$ cat src/sv/epf_pkg.sv
// Package for the elliptic pursuit follower.
// Holds shared widths, constants and the sequencer state type; no dependencies.
package epf_pkg;

    localparam int unsigned DIV_NUM_W = 65;
    localparam int unsigned DIV_DEN_W = 33;
    localparam int unsigned SQRT_IN_W = 64;
    localparam int unsigned SQRT_OUT_W = 32;

    localparam logic [32:0] AXIS_SCALE = 33'd18350;
    localparam logic [31:0] SAT_U32 = 32'hFFFF_FFFF;
    localparam logic [30:0] SAT_U31 = 31'h7FFF_FFFF;
    localparam logic [32:0] SAT_U33 = 33'h1_FFFF_FFFF;

    localparam logic [1:0] REG_HALF_W = 2'd0;
    localparam logic [1:0] REG_HALF_H = 2'd1;
    localparam logic [1:0] REG_MIN_SPEED = 2'd2;
    localparam logic [1:0] REG_DEAD_ZONE = 2'd3;

    typedef enum logic [33:0] {
        S_IDLE = 34'd1 << 0,
        S_SQX  = 34'd1 << 1,
        S_SQY  = 34'd1 << 2,
        S_RD   = 34'd1 << 3,
        S_WD   = 34'd1 << 4,
        S_AX1  = 34'd1 << 5,
        S_AX2  = 34'd1 << 6,
        S_AX3  = 34'd1 << 7,
        S_AX4  = 34'd1 << 8,
        S_WUX  = 34'd1 << 9,
        S_UY   = 34'd1 << 10,
        S_WUY  = 34'd1 << 11,
        S_EQ1  = 34'd1 << 12,
        S_EQ2  = 34'd1 << 13,
        S_EQ3  = 34'd1 << 14,
        S_WE   = 34'd1 << 15,
        S_TH1  = 34'd1 << 16,
        S_TH2  = 34'd1 << 17,
        S_TH3  = 34'd1 << 18,
        S_TH4  = 34'd1 << 19,
        S_TH5  = 34'd1 << 20,
        S_TH6  = 34'd1 << 21,
        S_SP1  = 34'd1 << 22,
        S_SP2  = 34'd1 << 23,
        S_SP3  = 34'd1 << 24,
        S_SP4  = 34'd1 << 25,
        S_MX1  = 34'd1 << 26,
        S_MX2  = 34'd1 << 27,
        S_WMX  = 34'd1 << 28,
        S_MY1  = 34'd1 << 29,
        S_MY2  = 34'd1 << 30,
        S_WMY  = 34'd1 << 31,
        S_UPD  = 34'd1 << 32,
        S_FIN  = 34'd1 << 33
    } t_state;

endpackage

$ cat src/sv/epf_sqrt.sv
// Integer square root, one result bit per cycle.
// Depends on epf_pkg for operand widths.
module epf_sqrt (
    input  logic                            i_clk,
    input  logic                            i_rst_n,
    input  logic                            i_start,
    input  logic [epf_pkg::SQRT_IN_W-1:0]   i_rad,
    output logic                            o_done,
    output logic [epf_pkg::SQRT_OUT_W-1:0]  o_root
);
    import epf_pkg::*;

    logic [SQRT_IN_W-1:0]  r_rad, n_rad;
    logic [SQRT_OUT_W+1:0] r_rem, n_rem;
    logic [SQRT_OUT_W-1:0] r_root, n_root;
    logic [5:0]            r_cnt, n_cnt;
    logic                  r_busy, n_busy, r_done, n_done;
    logic [SQRT_OUT_W+3:0] rem_sh;
    logic [SQRT_OUT_W+3:0] trial;

    always_comb begin
        rem_sh = {r_rem, r_rad[SQRT_IN_W-1 -: 2]};
        trial  = {2'b00, r_root, 2'b01};
        n_rad  = r_rad;
        n_rem  = r_rem;
        n_root = r_root;
        n_cnt  = r_cnt;
        n_busy = r_busy;
        n_done = 1'b0;
        if (i_start) begin
            n_rad  = i_rad;
            n_rem  = '0;
            n_root = '0;
            n_cnt  = '0;
            n_busy = 1'b1;
        end else if (r_busy) begin
            n_rad = {r_rad[SQRT_IN_W-3:0], 2'b00};
            if (rem_sh >= trial) begin
                n_rem  = (SQRT_OUT_W + 2)'(rem_sh - trial);
                n_root = {r_root[SQRT_OUT_W-2:0], 1'b1};
            end else begin
                n_rem  = rem_sh[SQRT_OUT_W+1:0];
                n_root = {r_root[SQRT_OUT_W-2:0], 1'b0};
            end
            n_cnt = r_cnt + 6'd1;
            if (r_cnt == 6'(SQRT_OUT_W - 1)) begin
                n_busy = 1'b0;
                n_done = 1'b1;
            end
        end
    end

    always_ff @(posedge i_clk) begin
        if (!i_rst_n) begin
            r_busy <= 1'b0;
            r_done <= 1'b0;
            r_cnt  <= '0;
        end else begin
            r_busy <= n_busy;
            r_done <= n_done;
            r_cnt  <= n_cnt;
        end
        r_rad  <= n_rad;
        r_rem  <= n_rem;
        r_root <= n_root;
    end

    assign o_done = r_done;
    assign o_root = r_root;
endmodule

$ cat config.mk
export PLATFORM = sky130hd
export DESIGN_NAME = epf_sqrt
export DESIGN_NICKNAME = d
export VERILOG_FILES = /design/src/sv/epf_pkg.sv /design/src/sv/epf_sqrt.sv
export SDC_FILE = /design/constraint.sdc
export NUM_CORES = 1
export LEC_CHECK = 0
export ABC_CLOCK_PERIOD_IN_PS = 3430
export BUFFER_PORTS_ARGS = -buffer_cell sky130_fd_sc_hd__buf_2
export CAP_MARGIN = 30
export CORE_MARGIN = 5
export CORE_UTILIZATION = 30
export DETAILED_ROUTE_END_ITERATION = 16
export GPL_ROUTABILITY_DRIVEN = 1
export PLACE_DENSITY = 0.56
export SLEW_MARGIN = 10
export SYNTH_ARGS = -nofsm -noshare
export SYNTH_HDL_FRONTEND = slang
export SYNTH_SLANG_ARGS = --single-unit
$ cat constraint.sdc
create_clock -name i_clk -period 3.43 [get_ports i_clk]
set_clock_uncertainty 0.2 [all_clocks]
set_input_delay 0.686 -clock i_clk [delete_from_list [all_inputs] [get_ports i_clk]]
set_output_delay 0.686 -clock i_clk [all_outputs]
set_load 0.005 [all_outputs]
==> results.md <==
- Crit path launch: o_root[15]$_SDFFE_PP0P_
- Critical path arrival: 3.26 ns
- Post-Route Setup TNS: 0 ns
- Die W: 169.6 um
- Post-CTS Hold Fix Bufs: 0
- Util after Layout: 36.05%
- Most frequent cells after synthesis: 81 x nor2_1, 74 x dfxtp_1, 64 x edfxtp_1
- Clk buf depth: 2
- Tcrit/Tclk final: 92.91%
- DRT Pass-1 Iters: 5
- GR Overflow Total: 0
- Unrepaired setup endpoints after global routing: false
- Layout Area Growth over Synthesis: 18.49%
- Wire length per cell: 14.92 um
- First-pass GRT wire length: 28760 um
- RR Startpoint: o_root[15]$_SDFFE_PP0P_
- HPWL after DPL: 12540 um
- Drt drc: 0
- Max-slew violation count: 0
- Synth Flop Type: dfxtp_1
- Design area: 0.009051 mm^2
- Fraction of layout cells with a size suffix above 1: 26.81%
- Row cnt: 58
- Register bit count reported by yosys: 138
- Synth warn: 0
- Antenna violations before repair: 6
- CTS tree: built
- I/O pins: 100
- Place WS: 0.1517 ns
- Synth top area share: 25.16%
- Avg Cell Area, Syn: 10.27 um^2
- Number of global-route vias before repair: 5589
- Final Hold Viols: 0
- Die area: 0.02875 mm^2
- Max-slew headroom: 38.29%
- Design Power: 7.333 mW
- Post-Synthesis Cells: 744
- WL final: 17720 um
- CTS H-tree lvls: 4
- Post-synthesis cell type count: 67
- Placed cell count: 1151
- Worst Setup End Kind: flip-flop
- Largest net degree at the start of global routing: 85
- Num CTS Buffers: 17
- Ys async rst share: 0%
- Worst Max-Slew Pin Slew: 0.9237 ns
- Final nets: 943
- Leading area contributor after synthesis: edfxtp_1
- Number of post-CTS setup repair buffers: 0
- Fillers: 2639
- Total Routing Usage GR: 12.31%
- FMAX: 313.8 MHz
- Most common cell in the netlist: nor2_1
- Fin Hold WS: 0.2721 ns
- Post-CTS Resized: 0
- Max-Cap Viols: 0
- Placer Congestion: 0.8247
- Worst Slack Setup Final: 0.2433 ns
- Initial Util: 30.42%
- Post-synth EDFFs: 64
- Worst EP required: 3.50 ns
- Maximum vdd drop: 366.3 uV
- Reg clk slew, reported paths: 0.06 ns
- CP max FO: 12
- Worst skew pair latency: 0.42 ns
- Placed inst area: 0.008447 mm^2
- Vias per cell: 4.731
- Vias: 5621
- Mapped Nets: 846
- DRC violation total after the first TritonRoute iteration: 259
- HP Start: r_rem[16]$_SDFFE_PP0P_
- Crit Path Class: reg2reg
- Setup violators final: 0
- Layout Cells excl Fill: 1188
- Run status: finished, final reports clean
- Clock sink total: 138
- Die height: 169.6 um
- Detail Route Antenna Nets: 0
- Final Critical Period: 3.187 ns
- HP Class: reg2reg
- Standby leakage power: 3.708 nW
- Clock root buffer master: clkbuf_16
- Pwr dens: 810.2 mW/mm^2
- Ranking of synthesized cells by area: edfxtp_1 25%, dfxtp_1 19%, mux2_2 9.1%, mux2i_1 6.2%, ha_1 5.7%
- Post-synthesis cell area: 0.007639 mm^2
- Crit path launch type: flip-flop
- # port buffers: 99
- Register area share after synthesis: 44.55%
- Placeable Area: 0.02511 mm^2
[final timing paths]
kind | endpoint | depth (start not counted) | slack [ns]
setup reg to reg | r_rem[30]$_SDFFE_PP0P_ | 11 | 0.24
hold reg to reg | r_rem[16]$_SDFFE_PP0P_ | 2 | 0.27
setup / recovery | r_rem[30]$_SDFFE_PP0P_ | 11 | 0.24
hold / removal | r_rem[16]$_SDFFE_PP0P_ | 2 | 0.27
[registers in the layout, summed over array words and instances (netlist names)]
name and count:
r_rad 64, r_rem 34, o_root 32, r_cnt 6, o_done 1, r_busy 1
[routing by layer]
| metal | share of wire, % | routed length, um | vias to the layer above | GRT usage (%) |
|---|---|---|---|---|
| met1 | 46 | 8111 | 2598 | 15.26 |
| li1 | - | - | 2874 | - |
| met3 | 8.4 | 1497 | 18 | 5.940 |
| met2 | 45 | 7918 | 123 | 19.50 |
| met4 | 0.81 | 144 | 8 | 2.835 |
| met5 | 0.29 | 51 | - | 0 |
[cells by family after synthesis]
logic type	share of synthesized area, %
XOR/XNOR	4.242
multiplexers	15.30
buffers and inverters	5.405
adder cells (fa/ha/maj)	5.733
AO/OA/AOI/OAI	13.22
AND/OR/NAND/NOR	11.55
flip-flops	44.55
[worst max-delay path, cell delays in order, from the launching register on]
cell	delay [ns]
dfxtp_1	0.38
inv_1	0.06
ha_1	0.44
nand4_1	0.20
nor4_2	0.48
a31oi_1	0.15
a21boi_1	0.17
a31oi_1	0.11
o211ai_4	0.31
buf_4	0.27
mux2i_1	0.20
a211oi_1	0.09
[layout make-up]
class	instances	area, um^2	area share (%)
diodes	4	10.01	0.1106
clock buffers	18	429.2	4.742
clock inverters	14	152.6	1.686
inverters	43	161.4	1.783
multi-input cells	526	3835	42.37
flip-flops and latches	138	3407	37.64
well taps	330	412.9	4.562
repair buffers	115	643.1	7.105
[placed cells by master (no fill, tap or decap), types with 3 or more instances in the layout]
master	count
buf_2	98
nor2_1	81
dfxtp_1	73
edfxtp_1	64
mux2_2	62
nand2_1	61
mux2i_1	47
inv_1	42
a21oi_1	40
ha_1	35
a211oi_1	24
o21ai_0	19
xor2_1	19
xnor2_1	18
clkbuf_16	17
buf_4	15
o21ai_1	13
nand4_1	12
nor3_1	10
a21o_1	8
nand3_1	6
nor2b_1	5
o21a_1	5
o211ai_1	5
inv_8	5
diode_2	4
a31oi_1	4
inv_6	4
nor4_1	3
nand2b_1	3
and2_1	3
clkinvlp_4	3
[where the power goes]
part | leakage, nW | switching (mW) | total [mW] | internal (mW)
clock | 0.278 | 0.805 | 1.84 | 1.03
sequential | 1.25 | 0.129 | 2.08 | 1.95
combinational | 2.18 | 1.93 | 3.42 | 1.50
total | 3.71 | 2.86 | 7.33 | 4.47
Note: power is estimated with default switching activity, not from simulation.
