`config.mk`:
```
export PLATFORM = sky130hd
export DESIGN_NAME = epf_div
export DESIGN_NICKNAME = d
export VERILOG_FILES = /design/src/sv/epf_pkg.sv /design/src/sv/epf_div.sv
export SDC_FILE = /design/constraint.sdc
export NUM_CORES = 1
export LEC_CHECK = 0
export BUFFER_PORTS_ARGS = -buffer_cell sky130_fd_sc_hd__buf_2
export CAP_MARGIN = 20
export CORE_MARGIN = 2
export CORE_UTILIZATION = 29
export DETAILED_ROUTE_END_ITERATION = 10
export GPL_TIMING_DRIVEN = 0
export PLACE_DENSITY = 0.61
export SYNTH_ARGS = -nofsm -noshare
export SYNTH_HDL_FRONTEND = slang
export SYNTH_SLANG_ARGS = --single-unit
```
`constraint.sdc`:
```
create_clock -name i_clk -period 3.6 [get_ports i_clk]
set_clock_uncertainty 0.2 [all_clocks]
set_input_delay 0.72 -clock i_clk [delete_from_list [all_inputs] [get_ports i_clk]]
set_output_delay 0.72 -clock i_clk [all_outputs]
set_load 0.01 [all_outputs]
```
`src/sv/epf_pkg.sv`:
```
// Package for the elliptic pursuit follower.
// Holds shared widths, constants and the sequencer state type; no dependencies.
package epf_pkg;

    localparam int unsigned DIV_NUM_W = 65;
    localparam int unsigned DIV_DEN_W = 33;
    localparam int unsigned SQRT_IN_W = 64;
    localparam int unsigned SQRT_OUT_W = 32;

    localparam logic [32:0] AXIS_SCALE = 33'd18350;
    localparam logic [31:0] SAT_U32 = 32'hFFFF_FFFF;
    localparam logic [30:0] SAT_U31 = 31'h7FFF_FFFF;
    localparam logic [32:0] SAT_U33 = 33'h1_FFFF_FFFF;

    localparam logic [1:0] REG_HALF_W = 2'd0;
    localparam logic [1:0] REG_HALF_H = 2'd1;
    localparam logic [1:0] REG_MIN_SPEED = 2'd2;
    localparam logic [1:0] REG_DEAD_ZONE = 2'd3;

    typedef enum logic [33:0] {
        S_IDLE = 34'd1 << 0,
        S_SQX  = 34'd1 << 1,
        S_SQY  = 34'd1 << 2,
        S_RD   = 34'd1 << 3,
        S_WD   = 34'd1 << 4,
        S_AX1  = 34'd1 << 5,
        S_AX2  = 34'd1 << 6,
        S_AX3  = 34'd1 << 7,
        S_AX4  = 34'd1 << 8,
        S_WUX  = 34'd1 << 9,
        S_UY   = 34'd1 << 10,
        S_WUY  = 34'd1 << 11,
        S_EQ1  = 34'd1 << 12,
        S_EQ2  = 34'd1 << 13,
        S_EQ3  = 34'd1 << 14,
        S_WE   = 34'd1 << 15,
        S_TH1  = 34'd1 << 16,
        S_TH2  = 34'd1 << 17,
        S_TH3  = 34'd1 << 18,
        S_TH4  = 34'd1 << 19,
        S_TH5  = 34'd1 << 20,
        S_TH6  = 34'd1 << 21,
        S_SP1  = 34'd1 << 22,
        S_SP2  = 34'd1 << 23,
        S_SP3  = 34'd1 << 24,
        S_SP4  = 34'd1 << 25,
        S_MX1  = 34'd1 << 26,
        S_MX2  = 34'd1 << 27,
        S_WMX  = 34'd1 << 28,
        S_MY1  = 34'd1 << 29,
        S_MY2  = 34'd1 << 30,
        S_WMY  = 34'd1 << 31,
        S_UPD  = 34'd1 << 32,
        S_FIN  = 34'd1 << 33
    } t_state;

endpackage

```
`src/sv/epf_div.sv`:
```
// Restoring divider, one quotient bit per cycle.
// Depends on epf_pkg for operand widths.
module epf_div (
    input  logic                           i_clk,
    input  logic                           i_rst_n,
    input  logic                           i_start,
    input  logic [epf_pkg::DIV_NUM_W-1:0]  i_num,
    input  logic [epf_pkg::DIV_DEN_W-1:0]  i_den,
    output logic                           o_done,
    output logic [epf_pkg::DIV_NUM_W-1:0]  o_quo
);
    import epf_pkg::*;

    logic [DIV_DEN_W-1:0] r_rem, n_rem;
    logic [DIV_NUM_W-1:0] r_quo, n_quo;
    logic [DIV_DEN_W-1:0] r_den;
    logic [6:0]           r_cnt, n_cnt;
    logic                 r_busy, n_busy, r_done, n_done;
    logic [DIV_DEN_W:0]   rem_sh;

    always_comb begin
        rem_sh = {r_rem, r_quo[DIV_NUM_W-1]};
        n_rem  = r_rem;
        n_quo  = r_quo;
        n_cnt  = r_cnt;
        n_busy = r_busy;
        n_done = 1'b0;
        if (i_start) begin
            n_rem  = '0;
            n_quo  = i_num;
            n_cnt  = '0;
            n_busy = 1'b1;
        end else if (r_busy) begin
            if (rem_sh >= {1'b0, r_den}) begin
                n_rem = DIV_DEN_W'(rem_sh - {1'b0, r_den});
                n_quo = {r_quo[DIV_NUM_W-2:0], 1'b1};
            end else begin
                n_rem = rem_sh[DIV_DEN_W-1:0];
                n_quo = {r_quo[DIV_NUM_W-2:0], 1'b0};
            end
            n_cnt = r_cnt + 7'd1;
            if (r_cnt == 7'(DIV_NUM_W - 1)) begin
                n_busy = 1'b0;
                n_done = 1'b1;
            end
        end
    end

    always_ff @(posedge i_clk) begin
        if (!i_rst_n) begin
            r_busy <= 1'b0;
            r_done <= 1'b0;
            r_cnt  <= '0;
        end else begin
            r_busy <= n_busy;
            r_done <= n_done;
            r_cnt  <= n_cnt;
        end
        r_rem <= n_rem;
        r_quo <= n_quo;
        if (i_start) begin
            r_den <= i_den;
        end
    end

    assign o_done = r_done;
    assign o_quo  = r_quo;
endmodule

```
==> impl_results.md <==
* Outcome: complete, no violations
* Power Density at between 500 and 600 nW/um2
* Yosys warnings at 0
* Post-DR vias/cell at 4.90
* Core ar. at around 25,000 um2
* Gr ovfl total at 0
* Yosys top cell area share at 39.6%
* Clock Path Buffers at 2
* Final Max Tran Viols at 0
* First-pass detailed-route iteration total at 4
* Worst Max-Slew Pin Slew at 0.825 ns
* Worst R2R Path Depth at 13
* Placed insts at roughly 1,200
* Hold WC Path Type: input pin to flip-flop
* Slew margin rel. at between 40% and 50%
* Min-delay src: i_den[18]
* Worst R2R Setup Slack at 0.11 ns
* Chip height at 164 um
* Largest net degree at the start of global routing at 66
* Register area share after synthesis at 51.0%
* WP data required at around 3.6 ns
* Gate Count Post-Synth at 681
* Initial Util at between 20 and 30%
* Ports at 167
* Cell taking the most area after synthesis: edfxtp_1
* Mapped Area at 7430 um2
* Die Wd at 164 um
* RSZ-0062 raised after global routing: yes
* Iter 0 DRT Violations at 373
* Antenna-violating nets left at 0
* Setup crit end kind: flip-flop
* Die Area at around 27,000 um2
* Drt drc at 0
* Row Count at 58
* Worst hold path endpoint: r_den[18]
* Critical path origin: o_quo[64]
* CP max FO at 10
* GRT Overall Usage at 15.5%
* Avg WL per Cell at 16.7 um
* Startpoint Class: flip-flop
* Leakage at between 0.004 and 0.005 uW
* Gpl congestion at 0.866
* Root Buffer: clkbuf_16
* Synth top cells by count: edfxtp_1, mux2_2, nor2_1
* Count leader, synth: edfxtp_1
* Htree depth at 4
* Count of final hold-check violations at 0
* CTS Buf Count at 17
* First-pass GRT wire length at 31,900 um
* # setup viols final at 0
* Syn_nets at 818
* Kind of critical path: flip-flop to flip-flop
* Initial antenna violation count at 3
* Final min period at 3.49 ns
* CP Data Arrival Time at 3.46 ns
* Share of cells above drive strength 1 at 33.0%
* F_max at roughly 0.29 GHz
* Number of I/O port buffers at 166
* Fin nets at 1,013
* Synth-to-layout area growth at 27.0%
* Dominant synthesized flop cell: edfxtp_1
* CTS tree: yes
* Routed vias at 5,974
* Power, Total at 4820 uW
* Max_cap viols at 0
* Unique masters post-synth at 53
* Reg2Reg Launch Point: o_quo[64]
* Clock latency on the worst-skew pair at between 0.4 and 0.5 ns
* Leading post-synthesis cells by cell area: edfxtp_1, dfxtp_1, mux2_2, ha_1, a21oi_1
* Clock sink count at 140
* Clock-pin slew on the worst setup and hold paths at 0.07 ns
* Avg Cell Area, Syn at 10.9 um2
* Layout Cells excl Fill at ~1,200
* Worst Hold Depth at 1
* DRT Wirelength at 20,300 um
* Post-synthesis async set-or-reset flop share at 0%
* Peak supply drop at 276 uV
* Reg-to-reg endpoint: o_quo[0]
* Yosys reg bits at 140
* HPWL after detailed placement at 14,800 um
* Post-synth EDFFs at 98
* Vias in the first global route at 6,043
* Final period utilization at 96.9%
==> registers in the layout, summed over array words and instances, names as in the netlist <==
signal  cells
r_den      33
r_busy      1
r_rem      33
o_done      1
r_cnt       7
o_quo      65
==> power by group <==
group	total, uW	switching (uW)	leakage, uW	internal, uW
clock	1820	821	0.000295	995
sequential	1980	86.4	0.00132	1890
combinational	1030	576	0.00239	452
total	4820	1480	0.00401	3340
==> metal layers <==
| layer | track usage (%) | routed length, um | vias up |
|---|---|---|---|
| li1 | - | - | 2910 |
| met1 | 18.9 | 8660 | 2818 |
| met2 | 25.7 | 9560 | 216 |
| met3 | 4.97 | 1720 | 26 |
| met4 | 5.26 | 373 | 4 |
| met5 | 0 | 21 | - |
==> what timing repair did <==
action                                  CTS  global route
hold buffers                              0             0
resized for setup                        14            11
buffers inserted                          7             3
gates cloned                              0             0
pin swaps                                 2             5
endpoints found under the setup margin   34            31
==> through the flow <==
stage	hold WS (ns)	util (%)	setup WS [ns]	setup TNS (ns)	cell area (um2)
after detailed placement	0.268	34.4	-0.531	-9.27	8670
after CTS	0.254	37.2	0.0160	0	9360
after global placement	0.265	34.4	-1.11	-80.18	8670
after floorplan	0.246	-	0.0984	0	7430
final	0.266	37.4	0.110	0	9430
after global routing	0.254	37.4	-0.0111	-0.0111	9430
==> kinds of logic after synthesis <==
group | synth area share [%]
buffers and inverters | 3.79
AND/OR/NAND/NOR | 10.1
AO/OA/AOI/OAI | 14.7
XOR/XNOR | 3.42
multiplexers | 10.8
adder cells (fa/ha/maj) | 6.17
flip-flops | 51.0
==> how the worst max path moves through the flow <==
| stage | to | slack [ns] |
|---|---|---|
| floorplan | o_quo[0] | 0.1 |
| global placement | o_quo[58] | -1.11 |
| detailed placement | o_quo[0] | -0.53 |
| CTS | r_rem[32] | 0.02 |
| global route | r_rem[32] | -0.01 |
| finish | o_quo[0] | 0.11 |
==> layout by cell type (no fill, tap or decap), types with 3 or more instances in the layout <==
cell type and n:
or3_1 5, xnor2_1 15, a211oi_1 24, o21ai_0 25, inv_1 43, nand2b_1 8
ha_1 35, xor2_1 14, mux2_2 65, buf_6 3, clkbuf_1 21, a31oi_1 5
edfxtp_1 98, nor2b_1 3, a31o_2 3, inv_8 6, a311oi_1 3, a21oi_1 60
clkbuf_16 17, and2_1 5, o211ai_1 3, mux2i_1 7, o21bai_1 4, inv_6 4
buf_4 10, and3_1 14, dfxtp_1 42, nand4_1 4, nor3_1 6, nand2_1 41
o21a_1 5, buf_2 166, a21o_1 14, nor2_1 63, o31a_1 3
==> final cells by class <==
| class | instances | area (um2) |
|---|---|---|
| flip-flops and latches | 140 | 3780 |
| diodes | 1 | 2.50 |
| multi-input cells | 467 | 3400 |
| clock buffers | 17 | 425 |
| clock inverters | 15 | 170 |
| plain buffers | 28 | 143 |
| repair buffers | 176 | 910 |
| well taps | 330 | 413 |
| fillers | 2548 | 15800 |
| inverters | 46 | 178 |
==> worst max-delay path: stages, from the launching register on <==
cell and delay, ns:
edfxtp_1 0.42, inv_1 0.08, ha_1 0.15, inv_1 0.05, fa_2 0.35, a21o_1 0.19, a221o_1 0.36, and2_4 0.17
o31a_1 0.32, a211oi_4 0.29, buf_4 0.18, inv_4 0.06, buf_8 0.15, mux2_2 0.25
Power figures use the tool's default switching activity.
